<file path="src/hdl/damped_force_step_with_speed_clamp_top_macros.svh">
// ----------------------------------------------------------------------------
// Damped force step assertion macros
// Shorthand for clocked assertions on aclk, disabled while aresetn is low.
// ----------------------------------------------------------------------------
`ifndef DAMPED_FORCE_STEP_WITH_SPEED_CLAMP_TOP_MACROS_SVH
`define DAMPED_FORCE_STEP_WITH_SPEED_CLAMP_TOP_MACROS_SVH

// The consequent must hold in the same cycle as the antecedent.
`define DFS_ASSERT_NOW(lbl, ante, cons, msg) \
    lbl: assert property (@(posedge aclk) disable iff (!aresetn) (ante) |-> (cons)) \
        else $error(msg);

// The consequent must hold in the cycle after the antecedent.
`define DFS_ASSERT_NEXT(lbl, ante, cons, msg) \
    lbl: assert property (@(posedge aclk) disable iff (!aresetn) (ante) |=> (cons)) \
        else $error(msg);

`endif

</file>
<file path="src/hdl/dfs_pkg.sv">
// ----------------------------------------------------------------------------
// Damped force step package
// Payload types, register indexes, constants and fixed-point helpers shared
// by the damped force step modules.
// ----------------------------------------------------------------------------
package dfs_pkg;

    localparam int COMPONENTS = 64;
    localparam int VEL_AW     = (COMPONENTS > 1) ? $clog2(COMPONENTS) : 1;

    // Damping 0.6 in Q16.16.
    localparam logic signed [32:0] DAMP_Q16 = 33'sd39322;

    localparam int ITER_STEPS = 32;
    localparam int ITER_CW    = $clog2(ITER_STEPS);

    // Configuration register indexes.
    localparam logic [1:0] CFG_STEP_SIZE = 2'd0;
    localparam logic [1:0] CFG_MAX_MOVE  = 2'd1;
    localparam logic [1:0] CFG_SETTLE    = 2'd2;

    // Modes of the shared iterative unit.
    localparam logic ITER_SQRT = 1'b0;
    localparam logic ITER_DIV  = 1'b1;

    typedef struct packed {
        logic [5:0]         component_index;
        logic signed [31:0] force_x;
        logic signed [31:0] force_y;
        logic               pass_end;
    } dfs_in_t;

    typedef struct packed {
        logic signed [31:0] move_x;
        logic signed [31:0] move_y;
        logic [30:0]        move_length;
        logic               last_of_pass;
        logic               settled;
    } dfs_out_t;

    typedef struct packed {
        logic start;
        logic mode;
    } dfs_iter_cmd_t;

    typedef struct packed {
        logic busy;
        logic done;
    } dfs_iter_stat_t;

    // Shift a Q32.32 product down to Q16.16, rounding half up, then saturate.
    function automatic logic signed [31:0] round_sat(input logic signed [63:0] p);
        logic signed [63:0] t;
        t = (p + 64'sd32768) >>> 16;
        if (t > 64'sd2147483647) begin
            return 32'sh7FFFFFFF;
        end else if (t < -64'sd2147483648) begin
            return 32'sh80000000;
        end
        return t[31:0];
    endfunction

    function automatic logic signed [31:0] add_sat(input logic signed [31:0] a,
                                                   input logic signed [31:0] b);
        logic signed [32:0] s;
        s = {a[31], a} + {b[31], b};
        if (s[32] != s[31]) begin
            return s[32] ? 32'sh80000000 : 32'sh7FFFFFFF;
        end
        return s[31:0];
    endfunction

    function automatic logic signed [32:0] abs33(input logic signed [31:0] d);
        logic signed [32:0] e;
        e = {d[31], d};
        return d[31] ? -e : e;
    endfunction

endpackage

</file>
<file path="src/hdl/dfs_mul.sv">
// ----------------------------------------------------------------------------
// Shared multiplier
// Signed 33 by 33 bit multiplier with a registered product that holds until
// the next enabled operation.
// ----------------------------------------------------------------------------
module dfs_mul (
    input  logic               aclk,
    input  logic               en,
    input  logic signed [32:0] a,
    input  logic signed [32:0] b,
    output logic signed [63:0] p
);
    import dfs_pkg::*;

    logic signed [65:0] prod;
    logic signed [63:0] p_reg;

    // Every operand pair used here has a product of at most 2^62 in magnitude.
    assign prod = a * b;

    always_ff @(posedge aclk) begin
        if (en) begin
            p_reg <= prod[63:0];
        end
    end

    assign p = p_reg;

endmodule

</file>
<file path="config.mk">
export PLATFORM = sky130hd
export DESIGN_NAME = dfs_mul
export DESIGN_NICKNAME = d
export VERILOG_FILES = /design/src/hdl/damped_force_step_with_speed_clamp_top_macros.svh /design/src/hdl/dfs_pkg.sv /design/src/hdl/dfs_mul.sv
export SDC_FILE = /design/constraint.sdc
export NUM_CORES = 2
export LEC_CHECK = 0
export ABC_AREA = 1
export BUFFER_PORTS_ARGS = -buffer_cell sky130_fd_sc_hd__clkbuf_2
export CAP_MARGIN = 10
export CORE_MARGIN = 3
export CORE_UTILIZATION = 55
export CTS_CLUSTER_DIAMETER = 120
export DETAILED_ROUTE_END_ITERATION = 8
export PLACE_DENSITY = 0.72
export SYNTH_ARGS = -nofsm -noshare
export SYNTH_HDL_FRONTEND = slang
export SYNTH_SLANG_ARGS = --single-unit
</file>
<file path="constraint.sdc">
create_clock -name aclk -period 10.7 [get_ports aclk]
set_input_delay 2.14 -clock aclk [delete_from_list [all_inputs] [get_ports aclk]]
set_output_delay 2.14 -clock aclk [all_outputs]
set_load 0.02 [all_outputs]
</file>
======== Word-level counts from Yosys, hierarchy flattened ========
Index checks and enable logic that the tools add are counted.
cells by class
  add/sub/neg operators ................... 0
  $mul .................................... 1
  divide/modulo/power cells ............... 0
  order comparisons ....................... 0
  equal/unequal tests ..................... 0
  shifts and indexed selects .............. 0
  mux-type cells .......................... 0
  bitwise gates (word level) .............. 0
  reductions and logical operators ........ 0
operator list
  cell                                            number
  33-bit by 33-bit multiplier with 64-bit output  1
word-level totals
  flip-flop bits (word level) ............. 64
  latch bits .............................. 0
  RAM bits ................................ 0
  memory bits (read-only) ................. 0
  input port bits ......................... 68
  memories kept ........................... 0

======== Logic depth before layout (Yosys ltp) ========
  depth after elaboration ................. 1
  gate-level depth with buffers ........... 32
  depth with buffers taken out ............ 30

======== Least setup slack after synthesis ========
Ideal clock, no wire load.
  kind .................................... input to register
  start ................................... input a[32]
  end ..................................... register p_reg[50] (netlist: p[50]), data pin
  arrival time ............................ 8.990 ns
  slack ................................... 1.458 ns
  stages .................................. 26
  path buffers ............................ 2
  path through ............................ clkbuf_1 -> clkbuf_1 -> nand2_1 -> inv_1 -> fa_1 -> fa_1 -> fa_1 -> inv_1 -> fa_1 -> inv_1 -> fa_1 -> fa_1 -> fa_1 -> inv_1 -> fa_1 -> inv_1 -> ha_1 -> nand2_1 -> nor2_1 -> inv_1 -> nor3_2 -> nand2_1 -> nor3_2 -> nand2_1 -> nand4_1 -> nand2_1
on the way
  longest elaborated chain between the ends .. 1
RTL lines
  item                                            line           text
  from (decl)                                     dfs_mul.sv:9   input logic signed [32:0] a,
  33-bit by 33-bit multiplier with 64-bit output  dfs_mul.sv:19  assign prod = a * b;
  net prod[50]                                    dfs_mul.sv:15  logic signed [65:0] prod;
  to (signal assigned)                            dfs_mul.sv:23  p_reg <= prod[63:0];
  to (decl)                                       dfs_mul.sv:16  logic signed [63:0] p_reg;
The timed path passes the listed nets, and every way through them passes these cells.
A chain may end at the register's enable or synchronous reset.

======== Final worst setup path ========
Same ends and word-level chain as after synthesis.

==> run_results.csv <==
group,metric,value,unit
synthesis,synth_top_area_share,52.8,%
setup_path,critPathRequiredTime,10800,ps
global_routing,first_global_vias,36200,
floorplan,start_util,55.8,%
min_path,min_path_type,"input port to register",
layout,final_cell_area,0.0442,mm²
synthesis,synth_top_area_cell,"fa_1",
drt,dr_total_vias,32200,
global_routing,grt_use_total,29.6,%
sta,finalSetupViolations,0,
floorplan,die-area,0.0810,mm²
clock_network,tritoncts,"done",
synthesis,synthCells,5349,
synthesis,ys_types,32,
synthesis,ys_ff_latch,64,
sta,setup_slack,1270,ps
setup_path,arrival,9530,ps
layout,syn2layout_area_growth,3.65,%
floorplan,die_w,285,µm
clock_network,clk_pin_slew_worst_paths,60,ps
global_routing,grt-ovfl-total,0,
setup_path,cp-end-kind,"register",
sta,fin_crit_sh,88.2,%
min_path,hp-start,"en",
sta,fmax,106,MHz
floorplan,coreArea,0.0765,mm²
setup_path,max_stage_delay,580,ps
clock_network,cts_hold_buf,0,
clock_network,cts.sinks,64,
setup_path,critPathKind,"input port to register",
setup_path,critPathLaunchType,"input port",
sta,relSlewSlack,22.9,%
clock_network,clockBufferDepth,2,
min_path,hold_depth,2,
global_routing,antenna_found_initial,4,
drt,via_per_inst,5.12,
clock_network,cts_root_buf,"clkbuf_16",
sta,finalMaxSlewViolations,0,
setup_path,slowest_stage,"fa_1",
clock_network,post_cts_buffers,0,
sta,period_minus_slack,9430,ps
synthesis,synth-warning-count,0,
drt,drt-initial-drc-count,2140,
global_routing,grt_pass1_wl,190000,µm
setup_path,critPathMaxFanout,14,
place,gp_congestion,0.987,
place,dpl.hpwl,97200,µm
synthesis,ys_seq_area_share,4.50,%
layout,drive_gt1_share,4.48,%
sta,hold_viol,0,
drt,first_pass_iters,8,
clock_network,cts.htree.levels,3,
clock_network,cts_resized,0,
drt,drt_wl_total,114000,µm
drt,drc,0,
place,placed_area,0.0439,mm²
sta,worstMarginPinSlew,1160,ps
synthesis,syn_avg_cell_area,7.98,µm²
drt,wire_per_inst,18.0,µm
layout,largest_register_ffs,64,
place,pre_cts_slack,883,ps
floorplan,rows,101,
layout,layout.nets,6669,
floorplan,die_y,285,µm
floorplan,ios,132,
synthesis,synth.area.top_cells,"fa_1 53%, inv_1 16%, nand2_1 13%",
sta,rsz0062_at_grt,"false",
global_routing,grt_start_max_net_pins,65,
run,maxCapViolCount,0,
status,status,"finished, final reports clean",
sta,setup_tns,0,ps
sta,timing.hold.ws,2530,ps
drt,final_antenna_net_count,0,
place,portBuffers,131,
clock_network,cts_buffers,9,
min_path,min_to,"p[13]$_DFFE_PP_",
synthesis,synthesis.nets,6754,
synthesis,netlist_area,0.0427,mm²
==> stage by stage <==
step,utilization [%],std cells
2_1_floorplan,-,5349
3_3_place_gp,57.4,6283
3_5_place_dp,57.4,6283
4_1_cts,57.9,6299
5_1_grt,57.9,6300
6_report,57.9,6300
==> worst max path at each step <==
stage          start               to  cells after the start
2_1_floorplan  a[32]  p[50]$_DFFE_PP_                     26
3_3_place_gp   a[32]  p[50]$_DFFE_PP_                     28
3_5_place_dp   a[32]  p[55]$_DFFE_PP_                     25
4_1_cts        a[32]  p[55]$_DFFE_PP_                     25
5_1_grt        a[32]  p[55]$_DFFE_PP_                     25
6_report       a[32]  p[50]$_DFFE_PP_                     28
==> cell type report <==
| class | count | area (µm²) |
|---|---|---|
| multi-input combinational | 3222 | 33000 |
| fill | 6911 | 32200 |
| inverter | 1800 | 6760 |
| sequential | 64 | 1920 |
| tap | 1030 | 1290 |
| timing repair buffer | 167 | 926 |
| clock buffer | 9 | 225 |
| clock inverter | 7 | 105 |
| antenna | 1 | 2.50 |
==> cells in the mapped netlist <==
| cell type | number |
|---|---|
| a21oi_1 | 75 |
| o21bai_1 | 18 |
| nand3_1 | 66 |
| xor2_1 | 31 |
| nor2_2 | 17 |
| nand3b_1 | 2 |
| o21ai_2 | 1 |
| nor3_2 | 4 |
| o21ai_1 | 7 |
| ha_1 | 212 |
| fa_1 | 1125 |
| buf_2 | 2 |
| clkbuf_1 | 261 |
| clkinv_1 | 1 |
| o21ai_0 | 35 |
| nand2_1 | 1431 |
| a21oi_2 | 1 |
| o21a_1 | 1 |
| edfxtp_1 | 64 |
| nand2_4 | 1 |
| nor4_2 | 1 |
| nand3_2 | 6 |
| and3_1 | 1 |
| nand2_2 | 14 |
| a21o_1 | 5 |
| inv_1 | 1799 |
| or2_2 | 6 |
| nand4_1 | 20 |
| nor2_4 | 2 |
| nor2_1 | 129 |
| nor3_1 | 6 |
| xnor2_1 | 5 |
==> routing by layer <==
metal / routed length [µm] / track usage [%]
met4: 4310 / 9.98
met2: 57700 / 52.9
met5: 43 / 0
met1: 44300 / 37.5
met3: 7290 / 3.45
==> layout by cell type (no fill, tap or decap), types with 7 or more instances in the layout <==
| cell | netlist | final |
|---|---|---|
| a21oi_1 | 75 | 75 |
| buf_4 | 0 | 36 |
| clkbuf_16 | 0 | 9 |
| clkbuf_2 | 0 | 131 |
| edfxtp_1 | 64 | 64 |
| fa_1 | 1125 | 1125 |
| ha_1 | 212 | 212 |
| inv_1 | 1799 | 1798 |
| nand2_1 | 1431 | 1431 |
| nand2_2 | 14 | 14 |
| nand3_1 | 66 | 66 |
| nand4_1 | 20 | 20 |
| nor2_1 | 129 | 129 |
| nor2_2 | 17 | 17 |
| o21ai_0 | 35 | 35 |
| o21ai_1 | 7 | 7 |
| o21bai_1 | 18 | 18 |
| xor2_1 | 31 | 31 |
==> critical path, delay by kind of cell <==
family                     cells  cell delay, ps
adders and majority gates      9            4520
and+or+nand+nor                9            1390
buffers and inverters         10            1470
==> cell families (layout without fill, tap and decap cells) <==
kind of cell               after synthesis  count (layout)  share of synthesized area, %
adders and majority gates             1337            1337                          59.0
other                                    0               1                             0
xor gates and xnor gates                36              36                         0.739
DFF                                     64              64                          4.50
buffers and inverters                 2063            1983                          18.1
and+or+nand+nor                       1706            1706                          15.8
AOI/OAI and AO/OA                      143             143                          1.84
Power is not shown: default switching activity piles up to over one toggle a cycle in this logic, so the estimate is an artifact.
