--- config.mk ---
export PLATFORM = sky130hd
export DESIGN_NAME = dfs_iter
export DESIGN_NICKNAME = d
export VERILOG_FILES = /design/src/hdl/dfs_pkg.sv /design/src/hdl/dfs_iter.sv
export VERILOG_INCLUDE_DIRS = /design/src /design/src/hdl
export SDC_FILE = /design/constraint.sdc
export NUM_CORES = 1
export LEC_CHECK = 0
export BUFFER_PORTS_ARGS = -buffer_cell sky130_fd_sc_hd__buf_4
export CAP_MARGIN = 20
export CORE_ASPECT_RATIO = 1.5
export CORE_MARGIN = 8
export CORE_UTILIZATION = 40
export DETAILED_ROUTE_END_ITERATION = 10
export GPL_TIMING_DRIVEN = 0
export HOLD_SLACK_MARGIN = 0.02
export PLACE_DENSITY_LB_ADDON = 0.3
export SYNTH_ARGS = -nofsm -noshare
export SYNTH_HDL_FRONTEND = slang
export SYNTH_SLANG_ARGS = --single-unit
--- constraint.sdc ---
create_clock -name aclk -period 4.28 [get_ports aclk]
set_input_delay 0.214 -clock aclk [delete_from_list [all_inputs] [get_ports aclk]]
set_output_delay 0.214 -clock aclk [all_outputs]
set_load 0.1 [all_outputs]
--- src/hdl/damped_force_step_with_speed_clamp_top_macros.svh ---
// ----------------------------------------------------------------------------
// Damped force step assertion macros
// Shorthand for clocked assertions on aclk, disabled while aresetn is low.
// ----------------------------------------------------------------------------
`ifndef DAMPED_FORCE_STEP_WITH_SPEED_CLAMP_TOP_MACROS_SVH
`define DAMPED_FORCE_STEP_WITH_SPEED_CLAMP_TOP_MACROS_SVH

// The consequent must hold in the same cycle as the antecedent.
`define DFS_ASSERT_NOW(lbl, ante, cons, msg) \
    lbl: assert property (@(posedge aclk) disable iff (!aresetn) (ante) |-> (cons)) \
        else $error(msg);

// The consequent must hold in the cycle after the antecedent.
`define DFS_ASSERT_NEXT(lbl, ante, cons, msg) \
    lbl: assert property (@(posedge aclk) disable iff (!aresetn) (ante) |=> (cons)) \
        else $error(msg);

`endif

--- src/hdl/dfs_pkg.sv ---
// ----------------------------------------------------------------------------
// Damped force step package
// Payload types, register indexes, constants and fixed-point helpers shared
// by the damped force step modules.
// ----------------------------------------------------------------------------
package dfs_pkg;

    localparam int COMPONENTS = 64;
    localparam int VEL_AW     = (COMPONENTS > 1) ? $clog2(COMPONENTS) : 1;

    // Damping 0.6 in Q16.16.
    localparam logic signed [32:0] DAMP_Q16 = 33'sd39322;

    localparam int ITER_STEPS = 32;
    localparam int ITER_CW    = $clog2(ITER_STEPS);

    // Configuration register indexes.
    localparam logic [1:0] CFG_STEP_SIZE = 2'd0;
    localparam logic [1:0] CFG_MAX_MOVE  = 2'd1;
    localparam logic [1:0] CFG_SETTLE    = 2'd2;

    // Modes of the shared iterative unit.
    localparam logic ITER_SQRT = 1'b0;
    localparam logic ITER_DIV  = 1'b1;

    typedef struct packed {
        logic [5:0]         component_index;
        logic signed [31:0] force_x;
        logic signed [31:0] force_y;
        logic               pass_end;
    } dfs_in_t;

    typedef struct packed {
        logic signed [31:0] move_x;
        logic signed [31:0] move_y;
        logic [30:0]        move_length;
        logic               last_of_pass;
        logic               settled;
    } dfs_out_t;

    typedef struct packed {
        logic start;
        logic mode;
    } dfs_iter_cmd_t;

    typedef struct packed {
        logic busy;
        logic done;
    } dfs_iter_stat_t;

    // Shift a Q32.32 product down to Q16.16, rounding half up, then saturate.
    function automatic logic signed [31:0] round_sat(input logic signed [63:0] p);
        logic signed [63:0] t;
        t = (p + 64'sd32768) >>> 16;
        if (t > 64'sd2147483647) begin
            return 32'sh7FFFFFFF;
        end else if (t < -64'sd2147483648) begin
            return 32'sh80000000;
        end
        return t[31:0];
    endfunction

    function automatic logic signed [31:0] add_sat(input logic signed [31:0] a,
                                                   input logic signed [31:0] b);
        logic signed [32:0] s;
        s = {a[31], a} + {b[31], b};
        if (s[32] != s[31]) begin
            return s[32] ? 32'sh80000000 : 32'sh7FFFFFFF;
        end
        return s[31:0];
    endfunction

    function automatic logic signed [32:0] abs33(input logic signed [31:0] d);
        logic signed [32:0] e;
        e = {d[31], d};
        return d[31] ? -e : e;
    endfunction

endpackage

--- src/hdl/dfs_iter.sv ---
// ----------------------------------------------------------------------------
// Shared iterative root and divide unit
// One subtract-and-compare per cycle: a square root of a 64-bit value or the
// quotient of a 64-bit numerator by a 32-bit divisor, 32 steps either way.
// ----------------------------------------------------------------------------
`include "damped_force_step_with_speed_clamp_top_macros.svh"

module dfs_iter (
    input  logic                    aclk,
    input  logic                    aresetn,
    input  dfs_pkg::dfs_iter_cmd_t  cmd,
    input  logic [63:0]             operand,
    input  logic [31:0]             divisor,
    output dfs_pkg::dfs_iter_stat_t stat,
    output logic [31:0]             result
);
    import dfs_pkg::*;

    logic              busy_reg;
    logic              done_reg;
    logic              mode_reg;
    logic [ITER_CW-1:0] cnt_reg;
    logic [33:0]       rem_reg;
    logic [31:0]       root_reg;
    logic [63:0]       src_reg;
    logic [31:0]       dvs_reg;

    logic [35:0] t;
    logic [35:0] trial;
    logic [36:0] diff;
    logic        ge;
    logic [33:0] rem_next;
    logic [63:0] src_next;

    // For the root, two bits of the radicand come down per step; for the
    // quotient, one bit of the numerator.
    always_comb begin
        if (mode_reg == ITER_SQRT) begin
            t        = {rem_reg, src_reg[63:62]};
            trial    = {2'b00, root_reg, 2'b01};
            src_next = {src_reg[61:0], 2'b00};
        end else begin
            t        = {3'b000, rem_reg[31:0], src_reg[63]};
            trial    = {4'b0000, dvs_reg};
            src_next = {src_reg[62:0], 1'b0};
        end
        diff     = {1'b0, t} - {1'b0, trial};
        ge       = ~diff[36];
        rem_next = ge ? diff[33:0] : t[33:0];
    end

    always_ff @(posedge aclk) begin
        if (cmd.start) begin
            mode_reg <= cmd.mode;
            root_reg <= '0;
            dvs_reg  <= divisor;
            if (cmd.mode == ITER_SQRT) begin
                rem_reg <= '0;
                src_reg <= operand;
            end else begin
                rem_reg <= {2'b00, operand[63:32]};
                src_reg <= {operand[31:0], 32'd0};
            end
        end else if (busy_reg) begin
            rem_reg  <= rem_next;
            root_reg <= {root_reg[30:0], ge};
            src_reg  <= src_next;
        end
    end

    always_ff @(posedge aclk) begin
        if (!aresetn) begin
            busy_reg <= 1'b0;
            done_reg <= 1'b0;
            cnt_reg  <= '0;
        end else begin
            done_reg <= 1'b0;
            if (cmd.start) begin
                busy_reg <= 1'b1;
                cnt_reg  <= '0;
            end else if (busy_reg) begin
                cnt_reg <= cnt_reg + 1'b1;
                if (cnt_reg == ITER_CW'(ITER_STEPS - 1)) begin
                    busy_reg <= 1'b0;
                    done_reg <= 1'b1;
                end
            end
        end
    end

    assign stat.busy = busy_reg;
    assign stat.done = done_reg;
    assign result    = root_reg;

    `DFS_ASSERT_NEXT(a_start_busy, cmd.start, busy_reg, "iterative unit did not start")
    `DFS_ASSERT_NOW(a_done_idle, done_reg, !busy_reg, "iterative unit done while busy")
    `DFS_ASSERT_NOW(a_start_free, cmd.start, !busy_reg, "iterative unit restarted while busy")

endmodule

==> Yosys cells after proc, flatten, opt, wreduce, memory -nomap -nowiden <==
Cells that the tools add are included.
{ "classes": {"add_sub_neg": 2, "eq_ne": 1, "mux": 14, "bitwise": 3, "n_reduce_logical": 3} }
{ "ops": {"columns": ["cell", "n"], "rows": [
  ["$mux 64", 4],
  ["$mux 34", 4],
  ["$sub 36x36->37", 1],
  ["$mux 36", 1],
  ["$mux 32", 1],
  ["$add 5x1->5 const B", 1],
  ["$eq 5x5->1 const B", 1],
  ["$mux 1", 4],
  ["$not 1->1", 3],
  ["$reduce_or 3->1", 1],
  ["$reduce_bool 2->1", 1],
  ["$reduce_or 2->1", 1]
]} }
{ "word_totals": {"register_bits": 170, "in_bits": 100, "output_inout_bits": 34, "elab_cells": 31} }

==> Logic depth before layout (Yosys ltp) <==
Gate-level depths: netlist (run 1).
{ "depth": {"word_depth": 5, "mapped_depth": 19, "depth_no_buf": 13} }

==> Least setup slack after synthesis (run 1) <==
No wires, ideal clock.
{ "synth_timing": {"kind": "flip-flop to flip-flop", "startpoint": "register mode_reg", "endpoint": "register rem_reg[0] (data pin)", "setup_time_ns": 0.257, "arrival_time_ns": 4.149, "required_time_ns": 4.023, "slack_ns": -0.126, "path_stages_with_launch": 18, "n_path_buf": 7, "synth_period_minus_slack_ns": 4.406, "cell_sequence": "edfxtp_1 > buf_2 > buf_1 > buf_1 > buf_2 > buf_2 > nand2_1 > fa_1 > a211oi_2 > o211ai_2 > a2111oi_4 > o22ai_1 > a21boi_2 > a22o_2 > buf_6 > buf_6 > nand2_1 > a32o_1"} }
{ "synth_via": {"elab_chain_cells": 5, "elab_cells_between_ends": 6, "cone_classes": "1 x add/sub; 5 x mux"} }
{ "synth_rtl": {"columns": ["item", "line", "rtl"], "rows": [
  ["start, declared", "dfs_iter.sv:21", "logic mode_reg;"],
  ["start signal, assigned", "dfs_iter.sv:54", "mode_reg <= cmd.mode;"],
  ["$mux 36 / $mux 34 (equally long branches)", "dfs_iter.sv:38", "if (mode_reg == ITER_SQRT) begin"],
  ["$sub 36x36->37", "dfs_iter.sv:47", "diff = {1'b0, t} - {1'b0, trial};"],
  ["$mux 34 (*)", "dfs_iter.sv:49", "rem_next = ge ? diff[33:0] : t[33:0];"],
  ["$mux 34 (*)", "dfs_iter.sv:64", "end else if (busy_reg) begin"],
  ["$mux 34 (*)", "dfs_iter.sv:53", "if (cmd.start) begin"],
  ["end signal, assigned", "dfs_iter.sv:61", "rem_reg <= {2'b00, operand[63:32]};"],
  ["end signal, assigned", "dfs_iter.sv:65", "rem_reg <= rem_next;"],
  ["end, declared", "dfs_iter.sv:23", "logic [33:0] rem_reg;"]
]} }
Every way passes the cells marked *; elsewhere a longest branch is shown, timed or not. The select of a mux whose other input is x is not followed.
A chain may end at the register's enable or synchronous reset.

==> Worst setup path in the final report (run 1) <==
{ "layout_timing": {"startpoint": "register mode_reg", "endpoint": "register rem_reg[29] (data pin)"} }
The elaborated chain is that of the path after synthesis.

==> impl_metrics.py, run 1 <==
metrics = {
    "sta": {
        "max_slew.worst_pin.slew_ns": 0.797,
        "fin_crit_sh": 0.963,
        "relSlewSlack": 0.468,
        "finalClockSkew_ns": 0.0127,
        "setup_viol": 0,
        "slew_violations": 0,
        "holdWs_ns": 0.0482,
        "rsz0062_at_grt": "false",
        "fin_crit_ns": 4.12,
        "hold_violations": 0,
        "worst_slack_ns": 0.160,
        "clock.fmax_ghz": 0.243,
    },
    "yosys": {
        "syn-num-nets": 1135,
        "synth_xor_area_frac": 0.0277,
        "synth_compound_area_frac": 0.168,
        "synth_edf_count": 131,
        "synth_cells": 998,
        "synth_top_family_by_area": "compound AO/OA/AOI/OAI gates",
        "synth_area_leader_cell": "edfxtp_1",
        "synth.avg_cell_area_um2": 10.5,
        "syn_area_um2": 10400,
        "synthArstFlopShare": 0,
        "ys.flop_type": "edfxtp_1",
        "synth_top_area_frac": 0.377,
        "synth_mux_area_frac": 0.164,
        "ys_seq_elements": 170,
        "yosys-top-cells-area": "edfxtp_1, mux2i_1, dfxtp_1",
        "synthAdderAreaFrac": 0.0450,
        "synth_simple_gate_area_frac": 0.109,
        "synthDistinctLibCells": 66,
        "synth_seq_area_share": 0.451,
        "yosysWarnings": 0,
    },
    "global_routing": {
        "antenna_found_initial": 0,
        "grt_overflow": 0,
        "grt_pass1_vias": 8838,
        "grt_use_total": 0.190,
        "grt_first_pass_wirelength_um": 47300,
        "grt_max_degree": 60,
    },
    "layout": {
        "final_core_util": 0.508,
        "syn_to_final_growth_pct": 25.2,
        "layout.nets": 1330,
        "mostFrequentLayoutCell": "buf_4",
        "largest_register_ffs": 64,
        "drive_gt1_frac": 0.217,
        "stdcell_count": 1539,
        "n_antenna_cell": 0,
        "final_cell_mix": "buf_4, mux2i_1, edfxtp_1",
    },
    "drt": {
        "drt-pass1-iter-count": 5,
        "vias": 8444,
        "drt_iter0_drc": 492,
        "vias_per_cell": 5.49,
        "drc_errors": 0,
        "routed_wl_um": 30000,
        "final_antenna_net_count": 0,
        "routedWlPerCell_um": 19.5,
    },
    "placement": {
        "dp_slack_ns": -1.30,
        "placed_cells": 1465,
        "port_buffers": 133,
        "gp_congestion": 0.873,
        "hpwl_um": 23500,
    },
    "die": {
        "rows": 72,
        "start_util": 0.405,
        "boundaryPins": 134,
        "die_h_um": 214,
        "die-area_um2": 31600,
        "core_um2": 25800,
        "die_w_um": 148,
    },
    "pwr": {
        "p_leak_nw": 5.35,
        "vdd_drop_max_mv": 0.392,
        "totalPowerFinal_w": 0.00757,
        "powerDensity_nw_per_um2": 579,
    },
    "clock_network": {
        "ctsRootBufferMaster": "clkbuf_16",
        "cts_max_path_buffers": 2,
        "cts_buffers": 17,
        "clk_latency_ns": 0.44,
        "cts-htree-levels": 4,
        "clkTransAtPathRegs_ns": 0.07,
        "cts_tree": "yes",
        "cts_sinks": 170,
    },
    "critical_path": {
        "cp.required_ns": 4.48,
        "critPathLaunchType": "register",
        "cp_max_fo": 10,
        "cp.arrival_ns": 4.32,
        "critPathCaptureType": "register",
        "crit_type": "reg2reg",
    },
    "status": {
        "outcome": "finished, final reports clean",
    },
    "min_path": {
        "hold_class": "in2reg",
    },
    "job": {
        "max-cap-violations": 0,
    },
}
==> final timing paths <==
check | from | endpoint | slack [ns] | cells after the start
max reg2reg | mode_reg | rem_reg[29] | 0.16 | 16
min reg2reg | cnt_reg[4] | cnt_reg[4] | 0.52 | 2
min | aresetn | busy_reg | 0.05 | 2
max | mode_reg | rem_reg[29] | 0.16 | 16
==> synth_stat cells (6+ instances only) <==
| library cell | count |
|---|---|
| xor2_1 | 15 |
| edfxtp_1 | 131 |
| a211oi_1 | 34 |
| dfxtp_1 | 39 |
| nand3_1 | 12 |
| nand2_1 | 89 |
| mux2i_1 | 135 |
| a211o_1 | 6 |
| nor2_1 | 60 |
| a31oi_1 | 12 |
| ha_1 | 36 |
| buf_1 | 11 |
| nor3_1 | 10 |
| nor2b_1 | 35 |
| and3_1 | 12 |
| mux2_2 | 32 |
| buf_2 | 14 |
| nand2b_1 | 7 |
| xnor2_1 | 18 |
| a21oi_1 | 79 |
| o21ai_0 | 52 |
| and2_1 | 6 |
| o21ai_1 | 15 |
| a21o_1 | 13 |
| inv_1 | 8 |
| clkbuf_1 | 39 |
==> layer usage <==
metal | vias to the layer above | routed length (um) | track usage
met5 | - | 0 | 0
met4 | 0 | 917 | 0.0788
met3 | 47 | 1170 | 0.0313
met2 | 194 | 16100 | 0.354
met1 | 4075 | 11900 | 0.206
li1 | 4128 | - | -
==> worst max-delay path, stage by stage (launching register included) <==
cell,delay (ns)
edfxtp_1,0.40
buf_6,0.14
buf_12,0.14
buf_12,0.15
mux2i_4,0.28
ha_4,0.18
inv_1,0.06
fa_2,0.39
a211oi_2,0.30
o211ai_2,0.16
a2111oi_4,0.47
o22ai_2,0.18
a21boi_2,0.24
a22oi_2,0.14
buf_4,0.18
buf_2,0.20
a31o_1,0.23
==> power by group <==
part           switching (W)  total [W]  leakage (nW)  internal [W]
logic                0.00208    0.00368          3.40       0.00160
clock network       0.000707    0.00164         0.303      0.000935
registers           0.000123    0.00224          1.65       0.00212
==> cell families after synthesis <==
family | after synthesis
AOI/OAI and AO/OA | 267
and+or+nand+nor | 244
DFF | 170
muxes | 167
buffers and inverters | 80
adders and majority gates | 37
xor gates and xnor gates | 33
==> timing repair <==
item                                    CTS  global route
hold buffers                             33             0
gates resized for setup                  35            18
pin swaps                                 5            11
setup buffers                             5             6
hold endpoints to repair                 33             0
endpoints found under the setup margin   35            24
==> final cells by class <==
type                    count  area [um2]
well taps                 333         417
clock buffers              18         429
flip-flops and latches    170        4710
repair buffers            178        1440
fillers                  2453       12700
clock inverters            14         181
plain buffers              70         439
multi-input cells         748        5430
inverters                   8        30.0
==> per-stage QoR <==
stage / cell area [um2] / TNS (ns)
after floorplan: 10400 / 0
after global routing: 13100 / 0
after global placement: 11900 / -43.47
after detailed placement: 11900 / -42.15
final: 13100 / 0
after CTS: 13000 / 0
Power figures use the tool's default switching activity.
==> run 2: changes to the inputs <==
- ABC_CLOCK_PERIOD_IN_PS: default -> 4280
- CORE_ASPECT_RATIO: 1.5 -> default
==> run 2 against run 1 <==
Effect of this change:
- sequential share of layout area barely moved
- global-route usage fell by 0.056 points
- via count rose by 0.98%
- clock power barely moved
- final area barely moved
- clock skew fell by 0.0031 ns
- routed wire length rose by 0.54%
- largest cell class unchanged
- worst setup slack got worse by 0.098 ns
- maximum frequency fell by 2.3%
- sequential cell count did not move
- utilization fell by 0.12 points
- worst hold slack improved by 0.016 ns
==> impl_metrics.py, run 2 (synthesis results as in run 1) <==
metrics = {
    "status": {
        "outcome": "finished, final reports clean",
    },
    "layout": {
        "drive_gt1_frac": 0.219,
        "syn_to_final_growth_pct": 25.3,
        "final_cell_mix": "buf_4, edfxtp_1, mux2i_1",
        "largest_register_ffs": 64,
        "layout.nets": 1330,
        "nFillCells": 2327,
        "n_antenna_cell": 0,
        "mostFrequentLayoutCell": "buf_4",
        "stdcell_count": 1538,
    },
    "sta": {
        "max_slew.worst_pin.slew_ns": 0.842,
        "fin_crit_sh": 0.986,
        "fin_crit_ns": 4.22,
        "setup_viol": 0,
        "finalClockSkew_ns": 0.00961,
        "slew_violations": 0,
        "finalSetupTns_ns": 0,
        "rsz0062_at_grt": "true",
        "hold_violations": 0,
        "clock.fmax_ghz": 0.237,
        "relSlewSlack": 0.439,
        "holdWs_ns": 0.0641,
    },
    "critical_path": {
        "cp.required_ns": 4.47,
        "worst_r2r_path_depth": 17,
        "cp_max_fo": 11,
        "cp.arrival_ns": 4.41,
        "ff2ff_setup_slack_ns": 0.06,
        "crit_type": "reg2reg",
        "critPathCaptureType": "register",
        "r2r_end": "rem_reg[0]",
        "r2r_start": "mode_reg",
        "critPathLaunchType": "register",
    },
    "drt": {
        "drt_iter0_drc": 699,
        "drt-pass1-iter-count": 5,
        "vias": 8527,
        "vias_per_cell": 5.54,
        "routed_wl_um": 30200,
        "final_antenna_net_count": 0,
        "drc_errors": 0,
        "routedWlPerCell_um": 19.6,
    },
    "placement": {
        "gp_congestion": 0.880,
        "placed_cells": 1467,
        "port_buffers": 133,
        "hpwl_um": 22700,
    },
    "clock_network": {
        "ctsRootBufferMaster": "clkbuf_16",
        "cts-htree-levels": 4,
        "cts_sinks": 170,
        "cts_buffers": 17,
        "clk_latency_ns": 0.43,
        "cts_max_path_buffers": 2,
        "clkTransAtPathRegs_ns": 0.07,
        "cts_tree": "yes",
    },
    "global_routing": {
        "grt_use_total": 0.189,
        "grt_overflow": 0,
        "grt_pass1_vias": 8459,
        "antenna_found_initial": 0,
        "grt_max_degree": 52,
        "grt_first_pass_wirelength_um": 46700,
    },
    "die": {
        "start_util": 0.404,
        "die-area_um2": 31500,
        "boundaryPins": 134,
        "core_um2": 25800,
        "rows": 59,
        "die_h_um": 178,
        "die_w_um": 178,
    },
    "min_path": {
        "worstHoldPathCells": 2,
        "hp-start": "aresetn",
        "hold_class": "in2reg",
        "whs_endpoint": "busy_reg",
    },
    "pwr": {
        "vdd_drop_max_mv": 0.259,
        "powerDensity_nw_per_um2": 582,
        "p_leak_nw": 5.34,
    },
    "job": {
        "max-cap-violations": 0,
    },
}
==> run 2: changes by cell type in the layout (fill, tap and decap cells not counted), moves of 3 or more <==
cell / change
buf_6: +3
mux2i_2: +4
clkinv_4: +3
inv_6: -6
clkinv_1: +3
buf_12: -3
mux2i_1: -3
==> run 2: worst max-delay path by stage <==
stage | startpoint | depth (start not counted) | endpoint
floorplan | mode_reg | 17 | rem_reg[0]
finish | mode_reg | 17 | rem_reg[0]
detailed placement | mode_reg | 17 | rem_reg[0]
global placement | mode_reg | 17 | rem_reg[0]
CTS | mode_reg | 18 | rem_reg[0]
global route | mode_reg | 17 | rem_reg[0]
==> run 2: cell type report <==
class,instances,area (um2),area share
plain buffers,70,423,0.0323
clock buffers,17,425,0.0325
clock inverters,12,175,0.0134
inverters,8,30.0,0.00230
multi-input cells,748,5440,0.416
flip-flops and latches,170,4710,0.360
well taps,335,419,0.0320
repair buffers,178,1460,0.111
==> run 2: per-layer routing <==
metal	vias up	part of all wire	wire length, um	GRT usage
met5	-	0	0	0
met2	285	0.46	13900	0.302
li1	4114	-	-	-
met3	31	0.071	2150	0.0343
met4	0	0.016	473	0.0500
met1	4097	0.45	13700	0.260
==> run 2: stage by stage <==
stage / total power, W / util / setup slack [ns] / area (um2)
detailed placement: 0.00573 / 0.460 / -1.21 / 11900
global placement: 0.00570 / 0.459 / -1.17 / 11900
finish: 0.00762 / 0.506 / 0.0619 / 13100
floorplan: 0.00487 / - / 0.0226 / 10400
CTS: 0.00742 / 0.500 / 0.00830 / 12900
global route: 0.00806 / 0.506 / -0.0481 / 13100
==> run 2: report_power, final <==
part           internal [W]  switching, W
Combinational       0.00162       0.00212
Sequential          0.00212      0.000122
Clock              0.000967      0.000667
Total               0.00470       0.00291
==> run 2: worst max-delay path: stages (launching register included) <==
cell and delay, ns:
edfxtp_1 0.39, buf_6 0.16, buf_8 0.17, buf_8 0.16, buf_12 0.16, buf_8 0.18
mux2i_1 0.29, ha_1 0.36, a21oi_1 0.24, o211ai_2 0.16, a2111oi_4 0.50, o22ai_2 0.18
a21boi_2 0.22, a22o_2 0.18, buf_6 0.15, buf_8 0.14, nand2_1 0.06, a32o_1 0.25
==> run 2: repair_timing <==
item | in CTS | in global routing
cloned | 0 | 1
hold buffers | 33 | 0
resized for setup | 26 | 25
endpoints found under the hold margin | 33 | 0
endpoints found under the setup margin | 35 | 31
setup buffers | 1 | 9
pin swaps | 4 | 9
